[src/design/rcfp_pkg.sv]
// ----------------------------------------------------------------------------
// rcfp_pkg
// Types, codes and helpers shared by the radio control frame parser.
// ----------------------------------------------------------------------------
package rcfp_pkg;

	localparam int FREQ_BCD_BYTES_DEF = 5;
	localparam int FREQ_W             = 34;
	localparam int HDR_LEN            = 5;
	localparam int REG_ADDR_W         = 3;
	localparam int REG_DATA_W         = 32;

	localparam logic [7:0] PREAMBLE   = 8'hFE;
	localparam logic [7:0] CMD_FREQ   = 8'h03;
	localparam logic [7:0] CMD_MODE   = 8'h01;
	localparam logic [7:0] CMD_LEVEL  = 8'h15;
	localparam logic [3:0] NIBBLE_MSK = 4'h0F;

	localparam logic [0:0] REG_DIGIT_ORDER = 1'b0;

	localparam logic [2:0] ST_SHORT      = 3'd0;
	localparam logic [2:0] ST_BAD_PRE    = 3'd1;
	localparam logic [2:0] ST_FREQ_SET   = 3'd2;
	localparam logic [2:0] ST_FREQ_SHORT = 3'd3;
	localparam logic [2:0] ST_MODE_SET   = 3'd4;
	localparam logic [2:0] ST_LEVEL_SET  = 3'd5;
	localparam logic [2:0] ST_EMPTY      = 3'd6;
	localparam logic [2:0] ST_IGNORED    = 3'd7;

	localparam logic [2:0] MODE_UNKNOWN = 3'd0;
	localparam logic [2:0] MODE_LSB     = 3'd1;
	localparam logic [2:0] MODE_USB     = 3'd2;
	localparam logic [2:0] MODE_AM      = 3'd3;
	localparam logic [2:0] MODE_FM      = 3'd4;
	localparam logic [2:0] MODE_CW      = 3'd5;
	localparam logic [2:0] MODE_MAX     = MODE_CW;

	localparam logic [7:0] RADIO_LSB = 8'h00;
	localparam logic [7:0] RADIO_USB = 8'h01;
	localparam logic [7:0] RADIO_AM  = 8'h02;
	localparam logic [7:0] RADIO_FM  = 8'h03;
	localparam logic [7:0] RADIO_CW  = 8'h05;

	typedef struct packed {
		logic [7:0] frame_byte;
		logic       end_of_frame;
	} in_t;

	typedef struct packed {
		logic [FREQ_W-1:0] frequency_hz;
		logic [2:0]        mode_code;
		logic [7:0]        signal_level;
		logic [2:0]        frame_status;
	} out_t;

	function automatic logic [2:0] map_mode(input logic [7:0] m);
		logic [2:0] r;
		unique case (m)
			RADIO_LSB: r = MODE_LSB;
			RADIO_USB: r = MODE_USB;
			RADIO_AM:  r = MODE_AM;
			RADIO_FM:  r = MODE_FM;
			RADIO_CW:  r = MODE_CW;
			default:   r = MODE_UNKNOWN;
		endcase
		return r;
	endfunction

	function automatic logic [FREQ_W-1:0] mul100(input logic [FREQ_W-1:0] x);
		return (x << 6) + (x << 5) + (x << 2);
	endfunction

	// two packed digits to their value, nibbles above nine taken as given
	function automatic logic [7:0] byte_value(input logic [7:0] b);
		logic [7:0] hi;
		logic [7:0] lo;
		hi = {4'b0, b[7:4] & NIBBLE_MSK};
		lo = {4'b0, b[3:0] & NIBBLE_MSK};
		return (hi << 3) + (hi << 1) + lo;
	endfunction

endpackage

[src/design/radio_control_frame_parser.sv]
// ----------------------------------------------------------------------------
// radio_control_frame_parser
// Parses radio control frames byte by byte and gives one result per frame.
// ----------------------------------------------------------------------------
// Bytes enter on the item channel (valid/ready), one per transaction, the last
// byte of a frame flagged by end_of_frame. Each frame's last byte yields one
// result transaction carrying the kept frequency, mode and signal level after
// the frame was applied, plus a status code.
// The result is registered and valid in the cycle after the last byte is accepted.
// Throughput: one byte per cycle while item_ready is high. The frequency grows
// as the payload arrives: a multiply-by-100 accumulator (MSB first) and a sum
// with running power-of-100 weights (LSB first), so the end needs an add, a select.
// The result register frees item_ready whenever it is empty or being taken;
// when the receiver stalls with a result held, item_ready drops until the
// result is taken.
// Reset clears the kept values, the frame position and the digit order
// register. The configuration port is APB-style with pready tied high;
// digit_order lies at byte address 0.
// ----------------------------------------------------------------------------
module radio_control_frame_parser #(
	parameter int FREQ_BCD_BYTES = rcfp_pkg::FREQ_BCD_BYTES_DEF
) (
	input  logic                              clk,
	input  logic                              arst_n,
	input  logic                              item_valid,
	output logic                              item_ready,
	input  rcfp_pkg::in_t                     item,
	output logic                              result_valid,
	input  logic                              result_ready,
	output rcfp_pkg::out_t                    result,
	input  logic                              psel,
	input  logic                              penable,
	input  logic                              pwrite,
	input  logic [rcfp_pkg::REG_ADDR_W-1:0]   paddr,
	input  logic [rcfp_pkg::REG_DATA_W-1:0]   pwdata,
	output logic [rcfp_pkg::REG_DATA_W-1:0]   prdata,
	output logic                              pready
);

	localparam int POS_LIMIT = rcfp_pkg::HDR_LEN + FREQ_BCD_BYTES;
	localparam int POS_W     = $clog2(POS_LIMIT + 1);
	localparam int FW        = rcfp_pkg::FREQ_W;

	localparam logic [POS_W-1:0] P_PRE1  = POS_W'(1);
	localparam logic [POS_W-1:0] P_CMD   = POS_W'(4);
	localparam logic [POS_W-1:0] P_PAY0  = POS_W'(rcfp_pkg::HDR_LEN);
	localparam logic [POS_W-1:0] P_LIMIT = POS_W'(POS_LIMIT);

	logic             digit_order_q;
	logic [POS_W-1:0] pos_q;
	logic             pre_good_q;
	logic [7:0]       cmd_q;
	logic [7:0]       first_q;
	logic [FW-1:0]    acc_msb_q;
	logic [FW-1:0]    acc_lsb_q;
	logic [FW-1:0]    weight_q;
	logic [FW-1:0]    kept_freq_q;
	logic [2:0]       kept_mode_q;
	logic [7:0]       kept_level_q;
	logic             result_valid_q;
	rcfp_pkg::out_t   result_q;

	logic             accept;
	logic             cfg_write;
	logic [7:0]       b;
	logic [7:0]       bv;
	logic             store;
	logic             first_pay;
	logic [POS_W-1:0] pos_n;
	logic             pre_good_n;
	logic [7:0]       cmd_n;
	logic [7:0]       first_n;
	logic [FW-1:0]    msb_base;
	logic [FW-1:0]    lsb_base;
	logic [FW-1:0]    w_base;
	logic [FW+7:0]    prod;
	logic [FW-1:0]    acc_msb_n;
	logic [FW-1:0]    acc_lsb_n;
	logic [FW-1:0]    weight_n;
	logic [2:0]       status_n;
	logic [FW-1:0]    freq_n;
	logic [2:0]       mode_n;
	logic [7:0]       level_n;

	assign item_ready   = !result_valid_q || result_ready;
	assign accept       = item_valid && item_ready;
	assign result_valid = result_valid_q;
	assign result       = result_q;
	assign pready       = 1'b1;
	assign cfg_write    = psel && penable && pwrite
		&& (paddr[2] == rcfp_pkg::REG_DIGIT_ORDER);

	always_comb begin
		prdata = '0;
		if (paddr[2] == rcfp_pkg::REG_DIGIT_ORDER) begin
			prdata[0] = digit_order_q;
		end
	end

	assign b         = item.frame_byte;
	assign bv        = rcfp_pkg::byte_value(b);
	assign store     = (pos_q >= P_PAY0) && (pos_q < P_LIMIT);
	assign first_pay = (pos_q == P_PAY0);

	assign msb_base  = first_pay ? '0 : acc_msb_q;
	assign lsb_base  = first_pay ? '0 : acc_lsb_q;
	assign w_base    = first_pay ? FW'(1) : weight_q;
	assign prod      = bv * w_base;
	assign acc_msb_n = store ? rcfp_pkg::mul100(msb_base) + FW'(bv) : acc_msb_q;
	assign acc_lsb_n = store ? lsb_base + prod[FW-1:0] : acc_lsb_q;
	assign weight_n  = store ? rcfp_pkg::mul100(w_base) : weight_q;

	assign pre_good_n = pre_good_q && !((pos_q <= P_PRE1) && (b != rcfp_pkg::PREAMBLE));
	assign cmd_n      = (pos_q == P_CMD) ? b : cmd_q;
	assign first_n    = first_pay ? b : first_q;
	assign pos_n      = (pos_q < P_LIMIT) ? pos_q + POS_W'(1) : P_LIMIT;

	always_comb begin
		status_n = rcfp_pkg::ST_IGNORED;
		freq_n   = kept_freq_q;
		mode_n   = kept_mode_q;
		level_n  = kept_level_q;
		if (pos_n < P_PAY0) begin
			status_n = rcfp_pkg::ST_SHORT;
		end else if (!pre_good_n) begin
			status_n = rcfp_pkg::ST_BAD_PRE;
		end else begin
			case (cmd_n)
				rcfp_pkg::CMD_FREQ: begin
					if (pos_n == P_LIMIT) begin
						status_n = rcfp_pkg::ST_FREQ_SET;
						freq_n   = digit_order_q ? acc_lsb_n : acc_msb_n;
					end else begin
						status_n = rcfp_pkg::ST_FREQ_SHORT;
					end
				end
				rcfp_pkg::CMD_MODE: begin
					if (pos_n == P_PAY0) begin
						status_n = rcfp_pkg::ST_EMPTY;
					end else begin
						status_n = rcfp_pkg::ST_MODE_SET;
						mode_n   = rcfp_pkg::map_mode(first_n);
					end
				end
				rcfp_pkg::CMD_LEVEL: begin
					if (pos_n == P_PAY0) begin
						status_n = rcfp_pkg::ST_EMPTY;
					end else begin
						status_n = rcfp_pkg::ST_LEVEL_SET;
						level_n  = first_n;
					end
				end
				default: status_n = rcfp_pkg::ST_IGNORED;
			endcase
		end
	end

	always_ff @(posedge clk or negedge arst_n) begin
		if (!arst_n) begin
			digit_order_q  <= 1'b0;
			pos_q          <= '0;
			pre_good_q     <= 1'b1;
			cmd_q          <= '0;
			kept_freq_q    <= '0;
			kept_mode_q    <= rcfp_pkg::MODE_UNKNOWN;
			kept_level_q   <= '0;
			result_valid_q <= 1'b0;
		end else begin
			if (cfg_write) begin
				digit_order_q <= pwdata[0];
			end
			if (accept && item.end_of_frame) begin
				result_valid_q <= 1'b1;
			end else if (result_ready) begin
				result_valid_q <= 1'b0;
			end
			if (accept) begin
				cmd_q <= cmd_n;
				if (item.end_of_frame) begin
					pos_q        <= '0;
					pre_good_q   <= 1'b1;
					kept_freq_q  <= freq_n;
					kept_mode_q  <= mode_n;
					kept_level_q <= level_n;
				end else begin
					pos_q      <= pos_n;
					pre_good_q <= pre_good_n;
				end
			end
		end
	end

	always_ff @(posedge clk) begin
		if (accept) begin
			first_q   <= first_n;
			acc_msb_q <= acc_msb_n;
			acc_lsb_q <= acc_lsb_n;
			weight_q  <= weight_n;
			if (item.end_of_frame) begin
				result_q.frequency_hz <= freq_n;
				result_q.mode_code    <= mode_n;
				result_q.signal_level <= level_n;
				result_q.frame_status <= status_n;
			end
		end
	end

	a_eof_gives_result: assert property (@(posedge clk) disable iff (!arst_n)
		accept && item.end_of_frame |=> result_valid)
		else $error("frame end without result");

	a_eof_rewinds: assert property (@(posedge clk) disable iff (!arst_n)
		accept && item.end_of_frame |=> pos_q == '0 && pre_good_q)
		else $error("frame position not rewound");

	a_pos_bound: assert property (@(posedge clk) disable iff (!arst_n)
		pos_q <= P_LIMIT)
		else $error("frame position beyond limit");

	a_mid_byte_silent: assert property (@(posedge clk) disable iff (!arst_n)
		accept && !item.end_of_frame && !result_valid |=> !result_valid)
		else $error("result from a mid-frame byte");

	a_mode_range: assert property (@(posedge clk) disable iff (!arst_n)
		result_valid |-> result.mode_code <= rcfp_pkg::MODE_MAX)
		else $error("mode code out of range");

endmodule

[config.mk]
export PLATFORM = sky130hd
export DESIGN_NAME = radio_control_frame_parser
export DESIGN_NICKNAME = d
export VERILOG_FILES = /design/src/design/rcfp_pkg.sv /design/src/design/radio_control_frame_parser.sv
export SDC_FILE = /design/constraint.sdc
export NUM_CORES = 1
export LEC_CHECK = 0
export CAP_MARGIN = 20
export CORE_MARGIN = 10
export CORE_UTILIZATION = 47
export CTS_CLUSTER_SIZE = 8
export DETAILED_ROUTE_END_ITERATION = 7
export DONT_BUFFER_PORTS = 1
export GPL_ROUTABILITY_DRIVEN = 0
export MAX_ROUTING_LAYER = met4
export REMOVE_ABC_BUFFERS = 1
export SYNTH_ARGS = -nofsm -noshare
export SYNTH_HDL_FRONTEND = slang
export SYNTH_SLANG_ARGS = --single-unit
export TNS_END_PERCENT = 20
[constraint.sdc]
create_clock -name clk -period 7.4 [get_ports clk]
set_clock_uncertainty 0.1 [all_clocks]
set_input_delay 1.48 -clock clk [delete_from_list [all_inputs] [get_ports clk]]
set_output_delay 1.48 -clock clk [all_outputs]
set_load 0.05 [all_outputs]
# Word level (Yosys, flattened, before mapping)
# Cells that the tools add are included.
[totals]
reg_bits = 218
word_cells = 93
in_bits = 51
output_inout_bits = 83
[classes]
muxes = 32
magnitude_cmp = 4
multipliers = 1
add_sub_neg = 9
n_reduce_logical = 16
n_bitwise = 2
n_eq_ne = 12
[ops]
columns = ["op", "n"]
rows = [
  ["34-bit 2-to-1 mux", 9],
  ["34-bit adder", 5],
  ["8-bit 2-to-1 mux", 6],
  ["34-bit by 8-bit adder with 34-bit output", 1],
  ["8-bit by 34-bit multiplier with 34-bit output", 1],
  ["32-bit 2-to-1 mux", 1],
  ["8-bit by 2-bit == test with 1-bit output (second input constant)", 3],
  ["8-bit by 1-bit == test with 1-bit output (second input constant)", 2],
  ["3-bit case mux with 5 select lines", 1],
  ["4-bit by 3-bit == test with 1-bit output (second input constant)", 3],
  ["3-bit 2-to-1 mux", 4],
  ["3-bit case mux with 3 select lines", 1],
  ["7-bit by 5-bit adder with 8-bit output", 1],
  ["8-bit by 4-bit adder with 8-bit output", 1],
  ["8-bit by 3-bit == test with 1-bit output (second input constant)", 1],
  ["8-bit by 5-bit == test with 1-bit output (second input constant)", 1],
  ["1-bit logical AND", 8],
  ["8-bit zero test", 1],
  ["4-bit 2-to-1 mux", 2],
  ["8-bit inequality test (second input constant)", 1],
  ["1-bit 2-to-1 mux", 6],
  ["4-bit by 1-bit adder with 4-bit output (second input constant)", 1],
  ["4-bit == test (second input constant)", 1],
  ["4-bit by 3-bit greater-or-equal comparator with 1-bit output (second input constant)", 1],
  ["10 further kinds", 14],
]

# Longest topological paths before layout
# Gate-level depths: netlist of run 1.
[depth]
depth_word = 11
mapped_depth = 27
depth_no_buf = 25

# Worst setup path before layout of run 1
# No wires, ideal clock.
[synth_timing]
path_kind = "input port to flip-flop"
from = "input item[4] (netlist bit)"
to = "register, netlist name result[36]"
slack_ns = -0.806
required_ns = 7.040
arrival_time_ns = 7.846
path_buffers = 1
setup_ns = 0.260
stages = 26
path_cell_list = "inv_1 > fa_1 > inv_1 > fa_1 > a21o_1 > a21oi_1 > xnor2_1 > inv_1 > clkbuf_1 > nor2_1 > fa_1 > inv_1 > fa_1 > fa_1 > fa_1 > inv_1 > ha_1 > and4_4 > nor3b_1 > a221o_1 > a21o_1 > a41oi_2 > a31oi_1 > xor2_1 > mux4_2 > mux2_2"
[synth_between]
elab_chain_len = 9
elab_cells_between_ends = 17
cone_classes = "3 x add/sub; 1 x mul; 2 x eq/ne; 8 x mux; 3 x reduce/logical"
[synth_rtl]
columns = ["element", "line", "rtl"]
rows = [
  ["start: declaration", "radio_control_frame_parser.sv:27", "input rcfp_pkg::in_t item,"],
  ["8-bit by 4-bit adder with 8-bit output", "rcfp_pkg.sv:79", "return (hi << 3) + (hi << 1) + lo;"],
  ["8-bit by 34-bit multiplier with 34-bit output", "radio_control_frame_parser.sv:108", "assign prod = bv * w_base;"],
  ["34-bit adder", "radio_control_frame_parser.sv:110", "assign acc_lsb_n = store ? lsb_base + prod[FW-1:0] : acc_lsb_q;"],
  ["34-bit 2-to-1 mux", "radio_control_frame_parser.sv:110", ""],
  ["34-bit 2-to-1 mux", "radio_control_frame_parser.sv:132", "freq_n = digit_order_q ? acc_lsb_n : acc_msb_n;"],
  ["34-bit 2-to-1 mux", "radio_control_frame_parser.sv:130", "if (pos_n == P_LIMIT) begin"],
  ["34-bit 2-to-1 mux", "radio_control_frame_parser.sv:128", "case (cmd_n)"],
  ["34-bit 2-to-1 mux *", "radio_control_frame_parser.sv:125", "end else if (!pre_good_n) begin"],
  ["34-bit 2-to-1 mux *", "radio_control_frame_parser.sv:123", "if (pos_n < P_PAY0) begin"],
  ["named net freq_n[22]", "radio_control_frame_parser.sv:81", "logic [FW-1:0] freq_n;"],
]
# Mark *: on every way through the listed nets, which the timed path passes. The rest lies on a longest branch.
# A chain may end at the register's enable or synchronous reset.

# Final worst setup path of run 1
[layout_timing]
from = "input item[4] (netlist bit)"
to = "register, netlist name result[45]"
[layout_between]
elab_chain_len = 9
elab_cells_between_ends = 17
cone_classes = "3 x add/sub; 1 x mul; 2 x eq/ne; 8 x mux; 3 x reduce/logical"
[layout_rtl]
columns = ["element", "line"]
rows = [
  ["8-bit by 4-bit adder with 8-bit output", "rcfp_pkg.sv:79"],
  ["8-bit by 34-bit multiplier with 34-bit output", "radio_control_frame_parser.sv:108"],
  ["34-bit adder", "radio_control_frame_parser.sv:110"],
  ["34-bit 2-to-1 mux", "radio_control_frame_parser.sv:110"],
  ["34-bit 2-to-1 mux", "radio_control_frame_parser.sv:132"],
  ["34-bit 2-to-1 mux", "radio_control_frame_parser.sv:130"],
  ["34-bit 2-to-1 mux", "radio_control_frame_parser.sv:128"],
  ["34-bit 2-to-1 mux *", "radio_control_frame_parser.sv:125"],
  ["34-bit 2-to-1 mux *", "radio_control_frame_parser.sv:123"],
  ["named net freq_n[31]", "radio_control_frame_parser.sv:81"],
]
# Marked as above.

==> results of run 1 <==
[worst max path at each step]
stage / start / to
global placement: item[4] / result[45]$_DFFE_PP_
CTS: item[4] / result[45]$_DFFE_PP_
global route: item[4] / result[36]$_DFFE_PP_
finish: item[4] / result[45]$_DFFE_PP_
detailed placement: item[4] / result[43]$_DFFE_PP_
floorplan: pos_q[1]$_DFFE_PN0P_ / result[36]$_DFFE_PP_
[tightest hold or removal path, stage by stage (launching register included)]
cell and delay, ps:
dfrtp_1 330, nand2_1 50, nand2_1 60
[flip-flops by register name (all words and copies together) (netlist names)]
signal         flops
result            48
acc_lsb_q         34
acc_msb_q         34
kept_freq_q       34
weight_q          30
cmd_q              8
first_q            8
kept_level_q       8
pos_q              4
kept_mode_q        3
digit_order_q      1
pre_good_q         1
result_valid       1
[timing repair]
action,in CTS,in global routing
gates cloned,1,0
setup endpoints to repair,27,31
endpoints found under the hold margin,0,0
pin swaps,11,18
buffers inserted,1,0
resized for setup,47,52
[metrics by stage]
| step | cells | setup TNS (ps) | instance area [µm²] | hold WS, ps |
|---|---|---|---|---|
| 2_1_floorplan | 2261 | -67030 | 21700 | 342 |
| 3_3_place_gp | 3043 | -26830 | 24000 | 353 |
| 3_5_place_dp | 3043 | -31260 | 24000 | 358 |
| 4_1_cts | 3101 | -9.71 | 25100 | 371 |
| 5_1_grt | 3101 | -1810 | 25300 | 400 |
| 6_report | 3101 | -19.9 | 25300 | 370 |
[area by class of cell]
class | count | area share [%]
Clock buffer | 54 | 3.44
Tap cell | 607 | 3.00
Clock inverter | 2 | 0.0692
Inverter | 331 | 4.94
Timing Repair Buffer | 177 | 5.75
Multi-Input combinational cell | 1716 | 58.6
Sequential cell | 214 | 24.2
[metal layers]
layer | track usage (%) | wire [µm] | vias up
met5 | - | 0 | -
met4 | 5.73 | 1430 | 0
met3 | 2.51 | 3090 | 81
met2 | 35.8 | 28600 | 426
met1 | 28.7 | 27400 | 8454
li1 | - | - | 7945
[cells by family after synthesis]
group / after synthesis / share of synthesized area (%)
simple gates: 761 / 15.6
xor+xnor: 87 / 3.50
mux: 86 / 4.56
other cells: 2 / 0.0339
buf+inv: 445 / 8.13
fa+ha+maj: 393 / 30.3
compound gates: 355 / 10.3
flops: 214 / 27.6
[layout by cell type (no fill, tap or decap), drive strengths merged, types with 7 or more instances in the layout]
master	netlist	layout
a211oi	19	19
clkbuf	66	54
nor2b	8	8
inv	330	331
o21a	14	14
ha	152	152
edfxtp	154	154
nor4	7	7
xor2	27	27
nor2	216	216
a31oi	15	15
mux2	61	61
fa	241	241
nor3	20	20
nand2	306	306
o21ai	103	103
nand2b	24	24
dfrtp	59	59
or2	9	9
mux2i	19	19
and2	44	44
buf	48	177
conb	2	34
o21bai	8	8
a21oi	93	93
xnor2	59	59
and3	65	65
a21o	24	24
nand3	35	35
or3	8	8
==> impl_summary.txt, run 1 <==
----------------------------------------------------
[Critical path]
  Maximum fanout along the worst path ... 8
  Data required, critical path ... 7750 ps
  Arrival time worst endpoint ... 7770 ps
  Critical path type ... in2reg
  Family with the most delay on the worst path ... adder cells
  Cell repeated most along the worst path ... fa_1
  Worst setup SP type ... input pin
  WP buf/inv ... 8
  Reg2Reg Setup Slack ... 500 ps
  CP max stage delay ... 540 ps
  Startpoint of the worst-slack reg-to-reg timing path ... pos_q[1]$_DFFE_PN0P_
  Cell with the largest stage delay on the worst path ... fa_1
  Endpoint of the worst register-to-register path ... result[45]$_DFFE_PP_
  Type of destination of the critical path ... flop
  Worst-case reg-to-reg path depth ... 24
  Number of cells on the critical path ... 27

[Finish]
  Share of final-layout standard cells stronger than drive strength 1 ... 15.3%
  N_diodes ... 0
  Share of the core filled with cells ... 54.3%
  NumNets Final ... 2915
  Area used by sequential logic in the layout ... 6130 µm²
  Post-synthesis to final-layout area growth ... 14.1%
  Final-layout fill cell count ... 4174
  Multi-input combinational cell area ... 14800 µm²

[Detailed routing]
  Via count ... 16.9k
  Wire length reported by the detailed router ... 60.4 mm
  Vias per inst ... 5.45
  Average wire per standard cell ... 19.5 µm
  Number of routed nets with antenna violations ... 0
  Number of DRC violations after detailed routing ... 0
  Initial DRC count ... 1050
  Number of iterations in the first detailed-routing pass ... 6

[CTS]
  Clock Root Buffer ... clkbuf_16
  Number of buffers inserted during clock tree synthesis ... 31
  Sinks on the clock net ... 214
  Worst-skew pair later-pin latency ... 580 ps
  Clock tree from TritonCTS ... built
  Clock-pin slew on the worst setup and hold paths ... 50 ps
  Hold bufs inserted after CTS ... 0
  H-tree Lvls ... 1
  Number of buffers on the longest clock path ... 3

[STA]
  Shortest clock period the worst path allows after layout ... 7420 ps
  Max frequency ... 0.135 GHz
  Number of slew-limit violations in the final report ... 0
  Portion of the clock cycle consumed by the worst path in the final layout ... 100%
  Setup Viol. Count Final ... 1
  Transition time at the pin with the least slew margin ... 911 ps
  Final Hold Violating Endpoints ... 0
  Slew HR ... 39.0%
  Final setup slack of the worst path ... -19.9 ps
  Setup repair after global routing missed its margin ... true

[Place]
  Placement-stage worst setup slack ... -987 ps
  Number of port buffers ... 0
  Estimated wirelength of the detail-placed design ... 46.7 mm

[Worst hold path]
  Hold Crit Depth ... 2
  Startpoint of the most critical hold path ... kept_mode_q[2]$_DFFE_PN0P_
  Hold WC Path Type ... reg2reg
  Worst Hold End ... kept_mode_q[2]$_DFFE_PN0P_

[Global routing]
  Initial antenna violation count ... 1
  Total grt overflow ... 0
  Pin count of the biggest net entering global routing ... 89
  Global-route total usage across every layer ... 21.9%
  Number of global-route vias before repair ... 17.4k
  Wire length of the first global-routing pass ... 95.9 mm

[Floorplan]
  Overall die area ... 56300 µm²
  Chip width ... 237 µm
  Row cnt ... 79
  Initial Util ... 47.5%
  Top-level port count ... 134
  Die span in y ... 237 µm
  Core Area ... 46700 µm²

[Outcome]
  Violated checks ... negative setup slack
  Outcome ... finished with violations

[Synthesis]
  Syn Std Cell Area ... 22200 µm²
  Count of flip-flops with a built-in enable after synthesis ... 154
  Average cell area after synthesis ... 9.47 µm²
  Biggest area contributors in the synthesized netlist ... fa_1 (22%), edfxtp_1 (21%), ha_1 (8.6%)
  Post-Syn Instances ... 2343
  Number of distinct library cells after synthesis ... 86
  Number of flip-flops and latches in the synthesized netlist ... 214
  Post-synth top flop ... edfxtp_1
  Async S/R FF share, synth ... 28.0%
  Ys Warns ... 0
  Commonest cells in the synthesized netlist ... inv_1 (330), nand2_1 (306), fa_1 (241)
  Seq/Total Area, Yosys ... 27.6%
  Post-synth top area share ... 21.7%
  Largest area contributor in the netlist ... fa_1
  Count leader, synth ... inv_1

[Run]
  Number of max-cap violations ... 0

----------------------------------------------------
Power of run 1 is left out: the tool's default activity adds up to more than one toggle a clock period on the data nets, which glitch-free logic cannot reach.
==> run 2: changes to the inputs <==
--- a/config.mk
+++ b/config.mk
@@ -12,7 +12,6 @@
 export DETAILED_ROUTE_END_ITERATION = 7
 export DONT_BUFFER_PORTS = 1
 export GPL_ROUTABILITY_DRIVEN = 0
-export MAX_ROUTING_LAYER = met4
 export REMOVE_ABC_BUFFERS = 1
 export SYNTH_ARGS = -nofsm -noshare
 export SYNTH_HDL_FRONTEND = slang
==> constraint.sdc (replaced) <==
create_clock -name clk -period 7 [get_ports clk]
set_clock_uncertainty 0.1 [all_clocks]
set_input_delay 1.4 -clock clk [delete_from_list [all_inputs] [get_ports clk]]
set_output_delay 1.4 -clock clk [all_outputs]
set_load 0.05 [all_outputs]
==> run 2 against run 1 <==
  * The run still ends with negative setup slack left
  * Count of clock-buffer cells in the layout grew 2
  * Non-clock buffer count grew 49
  * Worst hold slack lost 2.9 ps
  * Critical path depth shrank 1
  * Global-route usage shrank 0.44 points
  * Die area is the same
  * Utilization grew 1.7 points
  * Via count grew 1.9%
  * Sequential cell count is the same
  * Final area grew 3.2%
  * Critical path type unchanged
  * Critical endpoint is now result[36]$_DFFE_PP_
==> impl_summary.txt, run 2 (synthesized netlist as in run 1, its figures left out) <==
----------------------------------------------------
[CTS]
  H-tree Lvls ... 1 (unchanged)
  Clock Root Buffer ... clkbuf_16 (unchanged)
  Clock tree from TritonCTS ... built (unchanged)
  Number of buffers on the longest clock path ... 3 (unchanged)
  Number of buffers inserted during clock tree synthesis ... 31 (unchanged)
  Clock-pin slew on the worst setup and hold paths ... 50 ps (about the same)
  Worst-skew pair later-pin latency ... 580 ps (about the same)
  Sinks on the clock net ... 214 (unchanged)
  Hold bufs inserted after CTS ... 0 (unchanged)

[STA]
  Final Hold Violating Endpoints ... 0 (unchanged)
  Setup repair after global routing missed its margin ... true (unchanged)
  Max frequency ... 0.135 GHz
  Transition time at the pin with the least slew margin ... 947 ps (was 911 ps)
  Portion of the clock cycle consumed by the worst path in the final layout ... 106%
  Slew HR ... 36.5% (was 39.0%)
  Final setup slack of the worst path ... -432 ps (was -19.9 ps)
  Shortest clock period the worst path allows after layout ... 7430 ps
  Hold Worst Slack ... 367 ps (was 370 ps)
  Setup Viol. Count Final ... 35 (was 1)
  Number of slew-limit violations in the final report ... 0 (unchanged)

[Global routing]
  Pin count of the biggest net entering global routing ... 61 (was 89)
  Number of global-route vias before repair ... 17.9k (was 17.4k)
  Total grt overflow ... 0 (unchanged)
  Initial antenna violation count ... 0 (was 1)
  Global-route total usage across every layer ... 21.5% (was 21.9%)
  Wire length of the first global-routing pass ... 97.2 mm (was 95.9 mm)

[Run]
  Number of max-cap violations ... 0 (unchanged)

[Critical path]
  CP max stage delay ... 560 ps (was 540 ps)
  Cell with the largest stage delay on the worst path ... fa_1 (unchanged)
  Endpoint of the worst register-to-register path ... result[36]$_DFFE_PP_ (was result[45]$_DFFE_PP_)
  Reg2Reg Setup Slack ... 130 ps (was 500 ps)
  Maximum fanout along the worst path ... 6 (was 8)
  Arrival time worst endpoint ... 7660 ps (was 7770 ps)
  WP buf/inv ... 6 (was 8)
  Type of destination of the critical path ... flop (unchanged)
  Critical Path Start ... item[5] (was item[4])
  Worst setup SP type ... input pin (unchanged)
  Family with the most delay on the worst path ... adder cells (unchanged)
  Worst-case reg-to-reg path depth ... 23 (was 24)
  Crit path to ... result[36]$_DFFE_PP_ (was result[45]$_DFFE_PP_)
  Data required, critical path ... 7220 ps (was 7750 ps)
  Number of cells on the critical path ... 26 (was 27)
  Startpoint of the worst-slack reg-to-reg timing path ... pos_q[1]$_DFFE_PN0P_ (unchanged)
  Critical path type ... in2reg (unchanged)

[Outcome]
  Outcome ... finished with violations (unchanged)
  Violated checks ... negative setup slack (unchanged)

[Finish]
  N_diodes ... 0 (unchanged)
  Share of final-layout standard cells stronger than drive strength 1 ... 19.1% (was 15.3%)
  Post-synthesis to final-layout area growth ... 17.8% (was 14.1%)
  Most frequent standard cell in the layout excluding fill and tap cells ... inv_1 (unchanged)
  Largest register FFs ... 48 (unchanged)
  NumNets Final ... 2964 (was 2915)
  Largest reg by FF count ... result (unchanged)
  Most frequent cells in the layout ... inv_1 (309), nand2_1 (303), fa_1 (230) (was inv_1 (321), nand2_1 (306), fa_1 (236))

[Floorplan]
  Initial Util ... 47.5% (unchanged)
  Overall die area ... 56300 µm² (unchanged)
  Chip width ... 237 µm (unchanged)
  Top-level port count ... 134 (unchanged)
  Die span in y ... 237 µm (unchanged)
  Core Area ... 46700 µm² (unchanged)
  Row cnt ... 79 (unchanged)

[Place]
  Number of port buffers ... 0 (unchanged)
  Estimated wirelength of the detail-placed design ... 47.2 mm (was 46.7 mm)

[Detailed routing]
  Vias per inst ... 5.46 (was 5.45)
  Initial DRC count ... 1259 (was 1050)
  Wire length reported by the detailed router ... 61.6 mm (was 60.4 mm)
  Via count ... 17.2k (was 16.9k)
  Average wire per standard cell ... 19.5 µm (about the same)
  Number of DRC violations after detailed routing ... 0 (unchanged)
  Number of iterations in the first detailed-routing pass ... 5 (was 6)
  Number of routed nets with antenna violations ... 0 (unchanged)

[Worst hold path]
  Hold WC Path Type ... reg2reg (unchanged)

----------------------------------------------------
[run 2: cell count changes in the layout (fill, tap and decap cells not counted), moves of 7 or more]
cell and delta:
a21oi_1 -9, a21oi_2 +7, buf_4 +41, inv_1 -12, inv_2 +11, mux2_2 -7, mux2_4 +7, nor2_4 +7
[run 2: worst min-delay path by stage]
stage | start | endpoint | slack, ps | depth (start not counted)
2_1_floorplan | kept_mode_q[2]$_DFFE_PN0P_ | kept_mode_q[2]$_DFFE_PN0P_ | 340 | 2
3_5_place_dp | kept_mode_q[0]$_DFFE_PN0P_ | kept_mode_q[0]$_DFFE_PN0P_ | 360 | 2
5_1_grt | arst_n | kept_freq_q[30]$_DFFE_PN0P_ | 390 | 0
4_1_cts | kept_mode_q[0]$_DFFE_PN0P_ | kept_mode_q[0]$_DFFE_PN0P_ | 370 | 2
3_3_place_gp | kept_mode_q[2]$_DFFE_PN0P_ | kept_mode_q[2]$_DFFE_PN0P_ | 350 | 2
6_report | kept_mode_q[0]$_DFFE_PN0P_ | kept_mode_q[0]$_DFFE_PN0P_ | 370 | 2
[run 2: what timing repair did]
item / in CTS / in global routing
gates resized for setup: 97 / 94
setup buffers: 15 / 16
hold endpoints to repair: 0 / 0
pin swaps: 43 / 79
endpoints found under the setup margin: 44 / 54
cloned: 1 / 0
[run 2: cell type report]
class,count,area [µm²]
Fill cell,4136,20500
Clock inverter,2,13.8
Inverter,331,1260
Sequential cell,214,6130
Multi-Input combinational cell,1716,15200
Clock buffer,56,901
Tap cell,607,759
Timing Repair Buffer,226,1890
[run 2: stage by stage]
step | util (%) | setup WS (ps) | setup TNS, ps | cell area [µm²] | cells
3_5_place_dp | 51.8 | -1250 | -52470 | 24200 | 3067
2_1_floorplan | - | -1880 | -100840 | 21700 | 2261
3_3_place_gp | 51.8 | -1190 | -47050 | 24200 | 3067
5_1_grt | 56.0 | -593 | -13360 | 26100 | 3152
4_1_cts | 54.9 | -324 | -3130 | 25600 | 3140
6_report | 56.0 | -432 | -5400 | 26100 | 3152
[run 2: per-layer routing]
| metal | share of wire [%] | up-vias | GRT usage (%) |
|---|---|---|---|
| met3 | 5.9 | 90 | 3.45 |
| met1 | 45 | 8593 | 28.7 |
| li1 | - | 8062 | - |
| met2 | 47 | 479 | 35.7 |
| met5 | 0 | - | 0 |
| met4 | 2.7 | 0 | 5.61 |
[run 2: worst register-to-register path, delay by kind of cell (launching register included)]
family,cells,cell delay [ps]
buffers and inverters,6,830
AO/OA/AOI/OAI,5,1230
multiplexers,2,770
flip-flops,1,470
adder cells (fa/ha/maj),6,2560
XOR/XNOR,1,190
AND/OR/NAND/NOR,3,490
Power of run 2 is left out for the same reason.
